===== src/xs256_pkg.sv =====
// xs256_pkg: shared types, action codes and constants of the xoshiro256** generator.
// Used by xs256_step, xs256_scrambler and xoshiro256ss_generator. No dependencies.
`default_nettype none

package xs256_pkg;

    localparam int WORD_W  = 64;
    localparam int WORDS   = 4;
    localparam int CNT_W   = 8;
    localparam int ROT_STATE = 45;
    localparam int ROT_OUT   = 7;
    localparam int SHIFT_S1  = 17;

    typedef logic [WORDS-1:0][WORD_W-1:0] words_t;

    // Action codes of the input item
    localparam logic [1:0] ACT_NEXT      = 2'd0;
    localparam logic [1:0] ACT_SEED      = 2'd1;
    localparam logic [1:0] ACT_JUMP      = 2'd2;
    localparam logic [1:0] ACT_LONG_JUMP = 2'd3;

    // Seed mixing constants
    localparam logic [WORD_W-1:0] SEED_MIX1 = 64'h1234567890abcdef;
    localparam logic [WORD_W-1:0] SEED_MIX2 = 64'hfedcba9876543210;
    localparam logic [WORD_W-1:0] SEED_MIX3 = 64'hf0e1d2c3b4a59687;

    // Last count value of the 16 discarded seed steps
    localparam logic [CNT_W-1:0] SEED_LAST = 8'd15;
    localparam logic [CNT_W-1:0] JUMP_LAST = 8'd255;

    // Jump polynomials, word 0 in the low bits: bit n selects step n
    localparam logic [255:0] JUMP_POLY = {
        64'h39abdc4529b1661c, 64'ha9582618e03fc9aa,
        64'hd5a61266f0c9392c, 64'h180ec6d33cfd0aba};
    localparam logic [255:0] LONG_JUMP_POLY = {
        64'h39109bb02acbe635, 64'h77710069854ee241,
        64'hc5004e441c522fb3, 64'h76e15d3efefdcbbf};

    // Sequencer states
    typedef enum logic [2:0] {
        ST_IDLE,
        ST_SEED,
        ST_JUMP,
        ST_SCR
    } fsm_t;

endpackage : xs256_pkg

`default_nettype wire


===== src/xs256_step.sv =====
// xs256_step: one xoshiro256 linear state step, the unit shared by all actions.
// Depends on xs256_pkg.
`default_nettype none

module xs256_step (
    input  wire xs256_pkg::words_t  cur,
    output xs256_pkg::words_t       nxt
);

    logic [xs256_pkg::WORD_W-1:0] w2a;
    logic [xs256_pkg::WORD_W-1:0] w3a;
    logic [xs256_pkg::WORD_W-1:0] sh;

    // xor network of the step
    assign sh  = cur[1] << xs256_pkg::SHIFT_S1;
    assign w2a = cur[2] ^ cur[0];
    assign w3a = cur[3] ^ cur[1];

    assign nxt[1] = cur[1] ^ w2a;
    assign nxt[0] = cur[0] ^ w3a;
    assign nxt[2] = w2a ^ sh;
    assign nxt[3] = (w3a << xs256_pkg::ROT_STATE)
                  | (w3a >> (xs256_pkg::WORD_W - xs256_pkg::ROT_STATE));

endmodule : xs256_step

`default_nettype wire


===== src/xs256_scrambler.sv =====
// xs256_scrambler: two-step output scrambler, rotl(s1 * 5, 7) registered, then * 9.
// Depends on xs256_pkg.
`default_nettype none

module xs256_scrambler (
    input  wire                                clk,
    input  wire                                load,
    input  wire  [xs256_pkg::WORD_W-1:0]       s1,
    output logic [xs256_pkg::WORD_W-1:0]       product
);

    logic [xs256_pkg::WORD_W-1:0] mul5;
    logic [xs256_pkg::WORD_W-1:0] rot_next;
    logic [xs256_pkg::WORD_W-1:0] rot_reg;

    // first half: times five as shift-add, then rotate
    assign mul5     = s1 + (s1 << 2);
    assign rot_next = (mul5 << xs256_pkg::ROT_OUT)
                    | (mul5 >> (xs256_pkg::WORD_W - xs256_pkg::ROT_OUT));

    always_ff @(posedge clk)
    begin
        if (load)
        begin
            rot_reg <= rot_next;
        end
    end

    // second half: times nine as shift-add
    assign product = rot_reg + (rot_reg << 3);

endmodule : xs256_scrambler

`default_nettype wire


===== src/xoshiro256ss_generator.sv =====
// xoshiro256ss_generator: top level, sequencer, state and output register.
// Depends on xs256_pkg, xs256_step and xs256_scrambler.
//
// Usage:
//   Input channel (in_valid, in_stall, action, seed_value) takes one action per
//   transaction: next output, seed, jump or long jump. Output channel
//   (out_valid, out_stall, random_value) returns one word per next action.
//   A next action is registered in the scrambler, then moves to the output
//   register once that is free; in_stall holds off further actions until then.
//   A seed keeps in_stall high through its 16 discarded steps and a jump or long
//   jump through its 256 passes, one pass of the shared step unit per cycle.
//   A seed or jump never produces an output transaction.
//   The output register parts the channels: an action is taken while a word
//   waits, but a following next action holds in the scramble stage until the
//   output register is free, so out_stall throttles the input side.
//   Reset clears the state words to zero; until a seed arrives every output is
//   zero. The reset needs no clearing pass.
`default_nettype none

module xoshiro256ss_generator (
    input  wire                                clk,
    input  wire                                rst_n,
    input  wire                                in_valid,
    output logic                               in_stall,
    input  wire  [1:0]                         action,
    input  wire  [xs256_pkg::WORD_W-1:0]       seed_value,
    output logic                               out_valid,
    input  wire                                out_stall,
    output logic [xs256_pkg::WORD_W-1:0]       random_value
);

    xs256_pkg::fsm_t               state_reg, state_next;
    xs256_pkg::words_t             s_reg, s_next;
    xs256_pkg::words_t             acc_reg, acc_next;
    xs256_pkg::words_t             s_step;
    logic [xs256_pkg::CNT_W-1:0]   cnt_reg, cnt_next;
    logic                          long_reg, long_next;
    logic                          out_valid_reg, out_valid_next;
    logic [xs256_pkg::WORD_W-1:0]  out_data_reg;
    logic [xs256_pkg::WORD_W-1:0]  product;
    logic                          in_take;
    logic                          out_free;
    logic                          scr_load;
    logic                          out_load;
    logic                          poly_bit;

    // shared step unit
    xs256_step u_step (
        .cur (s_reg),
        .nxt (s_step)
    );

    // output scrambler
    xs256_scrambler u_scr (
        .clk     (clk),
        .load    (scr_load),
        .s1      (s_reg[1]),
        .product (product)
    );

    assign in_stall = (state_reg != xs256_pkg::ST_IDLE);
    assign in_take  = in_valid && !in_stall;
    assign out_free = !out_valid_reg || !out_stall;
    assign poly_bit = long_reg ? xs256_pkg::LONG_JUMP_POLY[cnt_reg]
                               : xs256_pkg::JUMP_POLY[cnt_reg];

    // sequencer: next state and datapath controls
    always_comb
    begin
        state_next     = state_reg;
        s_next         = s_reg;
        acc_next       = acc_reg;
        cnt_next       = cnt_reg;
        long_next      = long_reg;
        scr_load       = 1'b0;
        out_load       = 1'b0;
        out_valid_next = out_valid_reg && out_stall;

        case (state_reg)
            xs256_pkg::ST_IDLE:
            begin
                if (in_take)
                begin
                    case (action)
                        xs256_pkg::ACT_NEXT:
                        begin
                            scr_load   = 1'b1;
                            s_next     = s_step;
                            state_next = xs256_pkg::ST_SCR;
                        end
                        xs256_pkg::ACT_SEED:
                        begin
                            s_next[0]  = seed_value;
                            s_next[1]  = seed_value ^ xs256_pkg::SEED_MIX1;
                            s_next[2]  = seed_value ^ xs256_pkg::SEED_MIX2;
                            s_next[3]  = seed_value ^ xs256_pkg::SEED_MIX3;
                            cnt_next   = '0;
                            state_next = xs256_pkg::ST_SEED;
                        end
                        xs256_pkg::ACT_JUMP,
                        xs256_pkg::ACT_LONG_JUMP:
                        begin
                            acc_next   = '0;
                            cnt_next   = '0;
                            long_next  = (action == xs256_pkg::ACT_LONG_JUMP);
                            state_next = xs256_pkg::ST_JUMP;
                        end
                        default:
                        begin
                            state_next = xs256_pkg::ST_IDLE;
                        end
                    endcase
                end
            end

            // discarded seed steps
            xs256_pkg::ST_SEED:
            begin
                s_next   = s_step;
                cnt_next = cnt_reg + 1'b1;
                if (cnt_reg == xs256_pkg::SEED_LAST)
                begin
                    state_next = xs256_pkg::ST_IDLE;
                end
            end

            // jump: accumulate on polynomial bit, step, last pass loads accumulator
            xs256_pkg::ST_JUMP:
            begin
                if (poly_bit)
                begin
                    acc_next = acc_reg ^ s_reg;
                end
                cnt_next = cnt_reg + 1'b1;
                if (cnt_reg == xs256_pkg::JUMP_LAST)
                begin
                    s_next     = acc_next;
                    state_next = xs256_pkg::ST_IDLE;
                end
                else
                begin
                    s_next = s_step;
                end
            end

            // finish scramble once the output register is free
            xs256_pkg::ST_SCR:
            begin
                if (out_free)
                begin
                    out_load       = 1'b1;
                    out_valid_next = 1'b1;
                    state_next     = xs256_pkg::ST_IDLE;
                end
            end

            default:
            begin
                state_next = xs256_pkg::ST_IDLE;
            end
        endcase
    end

    // control and generator state
    always_ff @(posedge clk or negedge rst_n)
    begin
        if (!rst_n)
        begin
            state_reg     <= xs256_pkg::ST_IDLE;
            s_reg         <= '0;
            acc_reg       <= '0;
            cnt_reg       <= '0;
            long_reg      <= 1'b0;
            out_valid_reg <= 1'b0;
        end
        else
        begin
            state_reg     <= state_next;
            s_reg         <= s_next;
            acc_reg       <= acc_next;
            cnt_reg       <= cnt_next;
            long_reg      <= long_next;
            out_valid_reg <= out_valid_next;
        end
    end

    // output payload register
    always_ff @(posedge clk)
    begin
        if (out_load)
        begin
            out_data_reg <= product;
        end
    end

    assign out_valid    = out_valid_reg;
    assign random_value = out_data_reg;

    // a seed transaction starts the seed run
    a_seed_start: assert property (@(posedge clk) disable iff (!rst_n)
        in_take && (action == xs256_pkg::ACT_SEED) |=> state_reg == xs256_pkg::ST_SEED)
        else $error("seed did not start the seed run");

    // the seed run never passes its last count
    a_seed_count: assert property (@(posedge clk) disable iff (!rst_n)
        state_reg == xs256_pkg::ST_SEED |-> cnt_reg <= xs256_pkg::SEED_LAST)
        else $error("seed counter out of range");

    // a jump ends after its 256th pass
    a_jump_end: assert property (@(posedge clk) disable iff (!rst_n)
        state_reg == xs256_pkg::ST_JUMP && cnt_reg == xs256_pkg::JUMP_LAST
        |=> state_reg == xs256_pkg::ST_IDLE && cnt_reg == '0)
        else $error("jump did not end after 256 passes");

    // a new output word only comes out of the scramble stage
    a_out_source: assert property (@(posedge clk) disable iff (!rst_n)
        out_valid_reg && !$past(out_valid_reg && out_stall)
        |-> $past(state_reg == xs256_pkg::ST_SCR))
        else $error("output word without a scramble pass");

endmodule : xoshiro256ss_generator

`default_nettype wire


===== config.mk =====
export PLATFORM = sky130hd
export DESIGN_NAME = xoshiro256ss_generator
export DESIGN_NICKNAME = d
export VERILOG_FILES = /design/src/xs256_pkg.sv /design/src/xs256_step.sv /design/src/xs256_scrambler.sv /design/src/xoshiro256ss_generator.sv
export SDC_FILE = /design/constraint.sdc
export NUM_CORES = 2
export LEC_CHECK = 0
export BUFFER_PORTS_ARGS = -buffer_cell sky130_fd_sc_hd__buf_2
export CAP_MARGIN = 20
export CORE_UTILIZATION = 45
export DETAILED_ROUTE_END_ITERATION = 6
export GPL_TIMING_DRIVEN = 0
export MAX_ROUTING_LAYER = met4
export PLACE_DENSITY = 0.68
export REMOVE_ABC_BUFFERS = 1
export SLEW_MARGIN = 20
export SYNTH_ARGS = -nofsm -noshare
export SYNTH_HDL_FRONTEND = slang
export SYNTH_SLANG_ARGS = --single-unit

===== constraint.sdc =====
create_clock -name clk -period 7.2 [get_ports clk]
set_input_delay 1.44 -clock clk [delete_from_list [all_inputs] [get_ports clk]]
set_output_delay 1.44 -clock clk [all_outputs]
set_load 0.02 [all_outputs]

# After elaboration in Yosys (flattened, before gate mapping)
# Memories as Yosys holds them, arrays and structs flattened.
# Index checks and enable logic that the tools add are counted.
[word_totals]
output_inout_bits = 66
rom_bits = 512
n_memories = 2
register_bits = 653
input_bits = 70
wordCells = 93
[memory_table]
columns = ["memory", "depth", "word_bits", "read_ports", "rd_clocked_by_memory_dff", "write_ports", "line_no", "source"]
rows = [
  ["(name not given)", 256, 1, 1, 0, 0, "xoshiro256ss_generator.sv:65", ": xs256_pkg::JUMP_POLY[cnt_reg];"],
  ["(name not given)", 256, 1, 1, 0, 0, "xoshiro256ss_generator.sv:64", "assign poly_bit = long_reg ? xs256_pkg::LONG_JUMP_POLY[cnt_reg]"],
]
[classes]
order_cmp = 1
add_sub_neg = 3
bitwise = 11
eq_ne = 15
n_reduce_logical = 20
mux = 27
[op_table]
columns = ["op", "count"]
rows = [
  ["$mux W256", 5],
  ["$pmux W256 S2", 2],
  ["$pmux W256 S3", 1],
  ["$xor A64 B64 Y64", 5],
  ["$xor A256 B256 Y256", 1],
  ["$add A64 B64 Y64", 2],
  ["$not A32 Y32", 3],
  ["$or A64 B45 Y64", 1],
  ["$or A64 B7 Y64", 1],
  ["$mux W8", 2],
  ["$pmux W8 S2", 1],
  ["$mux W3", 4],
  ["$pmux W3 S4", 1],
  ["$reduce_and A3 Y1", 4],
  ["$mux W1", 10],
  ["$ne A2 B2 Y1 const B", 5],
  ["$lt A8 B9 Y1 const B", 1],
  ["$pmux W3 S3", 1],
  ["$add A8 B1 Y8 const B", 1],
  ["$eq A8 B4 Y1 const B", 1],
  ["$eq A8 B8 Y1 const B", 1],
  ["$eq A3 B2 Y1 const B", 2],
  ["$reduce_bool A3 Y1", 2],
  ["$eq A2 B2 Y1 const B", 2],
  ["13 further kinds", 18],
]

# Logic depth before layout (Yosys ltp)
[logic_depth]
depth_word = 6
mapped_depth = 17
mapped_depth_nobuf = 13

# Modules after synthesis
# From an unflattened synthesis, not the netlist that was laid out.
[unflattened]
cells_unflattened = 6294
hier_area_um2 = 55085.3
[by_module_without_submodules]
columns = ["module", "cells_each", "area_per_inst_um2", "seq_area_each_um2", "n_inst"]
rows = [
  ["xoshiro256ss_generator", 4992, 41018.1, 15034.4, 1],
  ["xs256_scrambler", 1046, 8867.3, 1921.8, 1],
  ["xs256_step", 256, 5200.0, 0.0, 1],
]

# Worst setup path after synthesis
# No wires, ideal clock.
[synth_timing]
kind = "input-to-reg"
start = "input out_stall"
end = "register out_data_reg, in the netlist random_value[0] (enable)"
path_slack_ns = 0.508
n_path_buf = 0
t_required_ns = 6.617
arrival_ns = 6.109
stages = 1
setup_ns = 0.583
cell_sequence = "a21boi_0"
[synth_between]
elab_chain_cells = 4
[synth_rtl]
columns = ["element", "line_no", "source"]
rows = [
  ["start, declared", "xoshiro256ss_generator.sv:28", "input wire out_stall,"],
  ["$logic_not A1 Y1", "xoshiro256ss_generator.sv:63", "assign out_free = !out_valid_reg || !out_stall;"],
  ["$logic_or A1 B1 Y1", "xoshiro256ss_generator.sv:63", ""],
  ["$mux W1", "xoshiro256ss_generator.sv:149", "if (out_free)"],
  ["$mux W1", "xoshiro256ss_generator.sv:79", "case (state_reg)"],
  ["end signal, assigned", "xoshiro256ss_generator.sv:192", "out_data_reg <= product;"],
  ["end, declared", "xoshiro256ss_generator.sv:39", "logic [xs256_pkg::WORD_W-1:0] out_data_reg;"],
]
# Every way passes these cells.
# A chain may end at the register's enable or synchronous reset.

# Final worst setup path
[layout_timing]
start = "register cnt_reg[0] (netlist bit)"
end = "register s_reg[224] (netlist bit)"
[layout_between]
elab_chain_cells = 6
word_cells_on_any_way = 9
classes_between = "1 x eq/ne; 6 x mux; 2 x memory"
[layout_rtl]
columns = ["element", "line_no", "source"]
rows = [
  ["start, declared", "xoshiro256ss_generator.sv:36", "logic [xs256_pkg::CNT_W-1:0] cnt_reg, cnt_next;"],
  ["start signal, assigned", "xoshiro256ss_generator.sv:181", "cnt_reg <= cnt_next;"],
  ["$mem_v2 Z256 W1 (on tied branches)", "-", ""],
  ["$mux W1 (on tied branches)", "xoshiro256ss_generator.sv:65, xoshiro256ss_generator.sv:64", ""],
  ["$mux W1", "xoshiro256ss_generator.sv:64", ""],
  ["$mux W256", "xoshiro256ss_generator.sv:130", "if (poly_bit)"],
  ["$mux W256 (*)", "xoshiro256ss_generator.sv:135", "if (cnt_reg == xs256_pkg::JUMP_LAST)"],
  ["$pmux W256 S3 (*)", "xoshiro256ss_generator.sv:79", ""],
  ["end signal, assigned", "xoshiro256ss_generator.sv:179", "s_reg <= s_next;"],
  ["end, declared", "xoshiro256ss_generator.sv:33", "xs256_pkg::words_t s_reg, s_next;"],
]
# Every way passes the cells marked *; elsewhere a longest branch is shown, timed or not. The select of a mux whose other input is x is not followed.

==> run summary <==
Number of synthesized flops with an enable pin = 128
Setup Buffers After CTS = 0
Detailed Route WL = 156.3 mm
Synth async-reset ratio = 80.37%
Sw Ratio = 50.57%
Die Area = 104400 um2
Pin count of the biggest net entering global routing = 111
Sequential-to-total area share from yosys stat = 36.54%
Critical Path AT = 6.15 ns
Gr usage total = 30.25%
Combinational power share = 63.0%
DRT Pass-1 Iters = 5
Routed vias/inst = 6.424
CTS buffer count = 77
Mean post-synth cell area = 7.940 um2
Ports = 136
RR Startpoint = cnt_reg[0]
Critical Path Source Type = flip-flop
Max Cap Viol = 0
H-tree depth = 3
Synthesized flop and latch total = 652
Slowest cell on crit path = dfrtp_1
End-of-flow core utilization = 51.59%
CP Max Fanout = 20
Top-count cell post-synth = a21oi_1
# port buffers = 135
Core area = 102000 um2
Min-Delay Startpoint = u_scr.rot_reg[2]
Worst Setup SP = cnt_reg[0]
Fin crit share = 78.07%
Die height = 323.1 um
Nets = 5922
Later-pin clock latency in the skew report = 0.66 ns
Ys flop type = dfrtp_1
Min Clock Period, post-route = 5.621 ns
Crit path top cell by count = buf_16
Clock transition at path regs = 0.06 ns
Die Width = 323.1 um
Most instantiated cells after synthesis = 659 x a21oi_1, 647 x o21ai_0, 524 x dfrtp_1, 500 x nand2_1, 410 x nor2_1
Lkg Pwr = 20.94 nW
Initial Utilization = 45.47%
Post_cts resized = 0
Top post-synthesis cells by area = dfrtp_1 28%, edfxtp_1 8.3%, a21oi_1 7.1%
Hold buffers post-CTS = 0
Final Max Tran Viols = 0
Power Density = 582.6 nW/um2
Crit end category = flip-flop
Synth Warn # = 0
Root Buffer = clkbuf_16
Finished Layout Cells = 7149
CP Class = reg -> reg
DRC Markers = 0
Max Fclk = 0.1779 GHz
DR WL/cell = 21.87 um
Vias in the first global route = 43050
Global-route wire length before repair = 244.1 mm
Syn Std Cell Area = 46400 um2
Skew final = 0.03897 ns
Worst-margin pin slew = 0.9570 ns
Share of cells above drive strength 1 = 7.439%
Flop pwr share = 24.1%
Design area = 52640 um2
Final Hold Violating Endpoints = 0
Clk buf depth = 3
Initial antenna violation count = 10
Routed Antenna Nets = 0
CTS Sinks = 652
Cell Area, Placed = 50110 um2
Setup TNS = 0 ns
Worst Setup Slack, final = 1.579 ns
GPL Wtd Cong = 0.9155
Row count = 117
Clock share of power = 12.9%
Final setup vio count = 0
Hpwl dp = 105.0 mm
RSZ-0062 raised after global routing = false
Pint = 15.16 mW
Cells after DPL = 7000
DRC marker count from the first detailed-route iteration = 4425
Maximum vdd drop = 0.0004523 V
Dominant cell type by area after synthesis = dfrtp_1
Cell variety after synth = 74
FILL cells = 9377
Worst Hold Class = reg -> reg
WP data required = 7.73 ns
Post-Place Setup Slack = 1.718 ns
Status = finished clean
Mapped Cells = 5844
Area Growth Syn to Fin = 13.46%
Top cell type's share of synthesized area = 28.26%
P_sw = 15.51 mW
GR Overflow Total = 0
TritonCTS clock tree = built
Max incr delay on CP = 0.75 ns
Headroom to the max-slew limit = 35.74%
Crit path cell chain = inv_1 -> ha_1 -> nand2_1 -> a21boi_0 -> mux4_2 -> o221ai_1 -> o311ai_1 -> a32oi_4 -> buf_8 -> buf_16 -> buf_16 -> buf_16 -> buf_8 -> buf_16 -> buf_16 -> nand2_1 -> xnor2_1 -> a221oi_1 -> nor2_1
Via count = 45920
per-stage QoR:
stage / power (mW) / hold WS (ns)
final: 30.67 / 0.4755
after global routing: 32.74 / 0.4979
after floorplan: 19.75 / 0.4334
after CTS: 30.31 / 0.4872
after global placement: 22.24 / 0.4753
after detailed placement: 26.25 / 0.4712
cells in the final DEF (no fill, tap or decap), types with 22 or more instances in the layout:
cell type	n
a22o_1	36
nor3_1	390
nand4_1	29
a31oi_1	277
xor2_1	148
dfrtp_1	522
inv_1	183
o22ai_1	202
o211ai_1	40
buf_2	134
ha_1	137
nand2b_1	27
edfxtp_1	128
o31ai_1	42
a21o_1	115
xnor2_1	272
o21ai_0	647
a21oi_1	656
o21bai_1	23
o221ai_1	63
nand3_1	49
nor2_1	405
clkbuf_16	78
clkbuf_1	22
buf_16	83
a211oi_1	95
nor2b_1	29
o21ai_1	90
nand2_1	495
final cells by class:
cell class	count	area [um2]	area share [%]
well taps	1368	1712	3.251
diodes	14	35.03	0.06655
inverters	185	706.9	1.343
clock inverters	22	285.3	0.5419
repair buffers	259	3633	6.902
multi-input cells	4536	27100	51.48
clock buffers	113	2213	4.204
flip-flops and latches	652	16960	32.21
worst max-delay path, delay by kind of cell (launching register included):
kind | cells | cell delay (ns)
buf+inv | 8 | 1.68
compound gates | 5 | 1.51
flops | 1 | 0.75
fa+ha+maj | 1 | 0.58
mux | 1 | 0.48
simple gates | 3 | 0.30
xor+xnor | 1 | 0.13
metal layers:
layer | track usage, % | wire length [um] | up-vias
met5 | - | 0 | -
met4 | 13.16 | 6659 | 0
met3 | 4.301 | 13260 | 397
met2 | 48.48 | 72880 | 2166
met1 | 38.00 | 63520 | 22040
li1 | - | - | 21320
cell families after synthesis:
group | Yosys count | synth area share, %
AO/OA/AOI/OAI | 2434 | 31.16
AND/OR/NAND/NOR | 1528 | 14.61
buffers and inverters | 656 | 5.531
flip-flops | 652 | 36.54
XOR/XNOR | 420 | 7.928
adder cells (fa/ha/maj) | 141 | 3.835
multiplexers | 13 | 0.3910
worst paths after layout:
check	depth (start not counted)	slack, ns	endpoint
setup reg to reg	19	1.58	s_reg[224]
hold reg to reg	0	0.48	random_value[2]
max in group asynchronous	4	4.71	s_reg[130]
min in group asynchronous	1	0.74	acc_reg[208]
hold / removal	0	0.48	random_value[2]
setup / recovery	19	1.58	s_reg[224]
power groups by stage:
| stage | sequential [mW] | combinational (mW) | clock (mW) |
|---|---|---|---|
| finish | 7.38 | 19.3 | 3.96 |
| floorplan | 6.80 | 12.9 | 0 |
| global route | 7.53 | 21.1 | 4.13 |
| CTS | 7.30 | 19.0 | 4.02 |
| global placement | 7.39 | 14.8 | 0 |
| detailed placement | 7.35 | 18.9 | 0 |
Power figures use the tool's default switching activity.
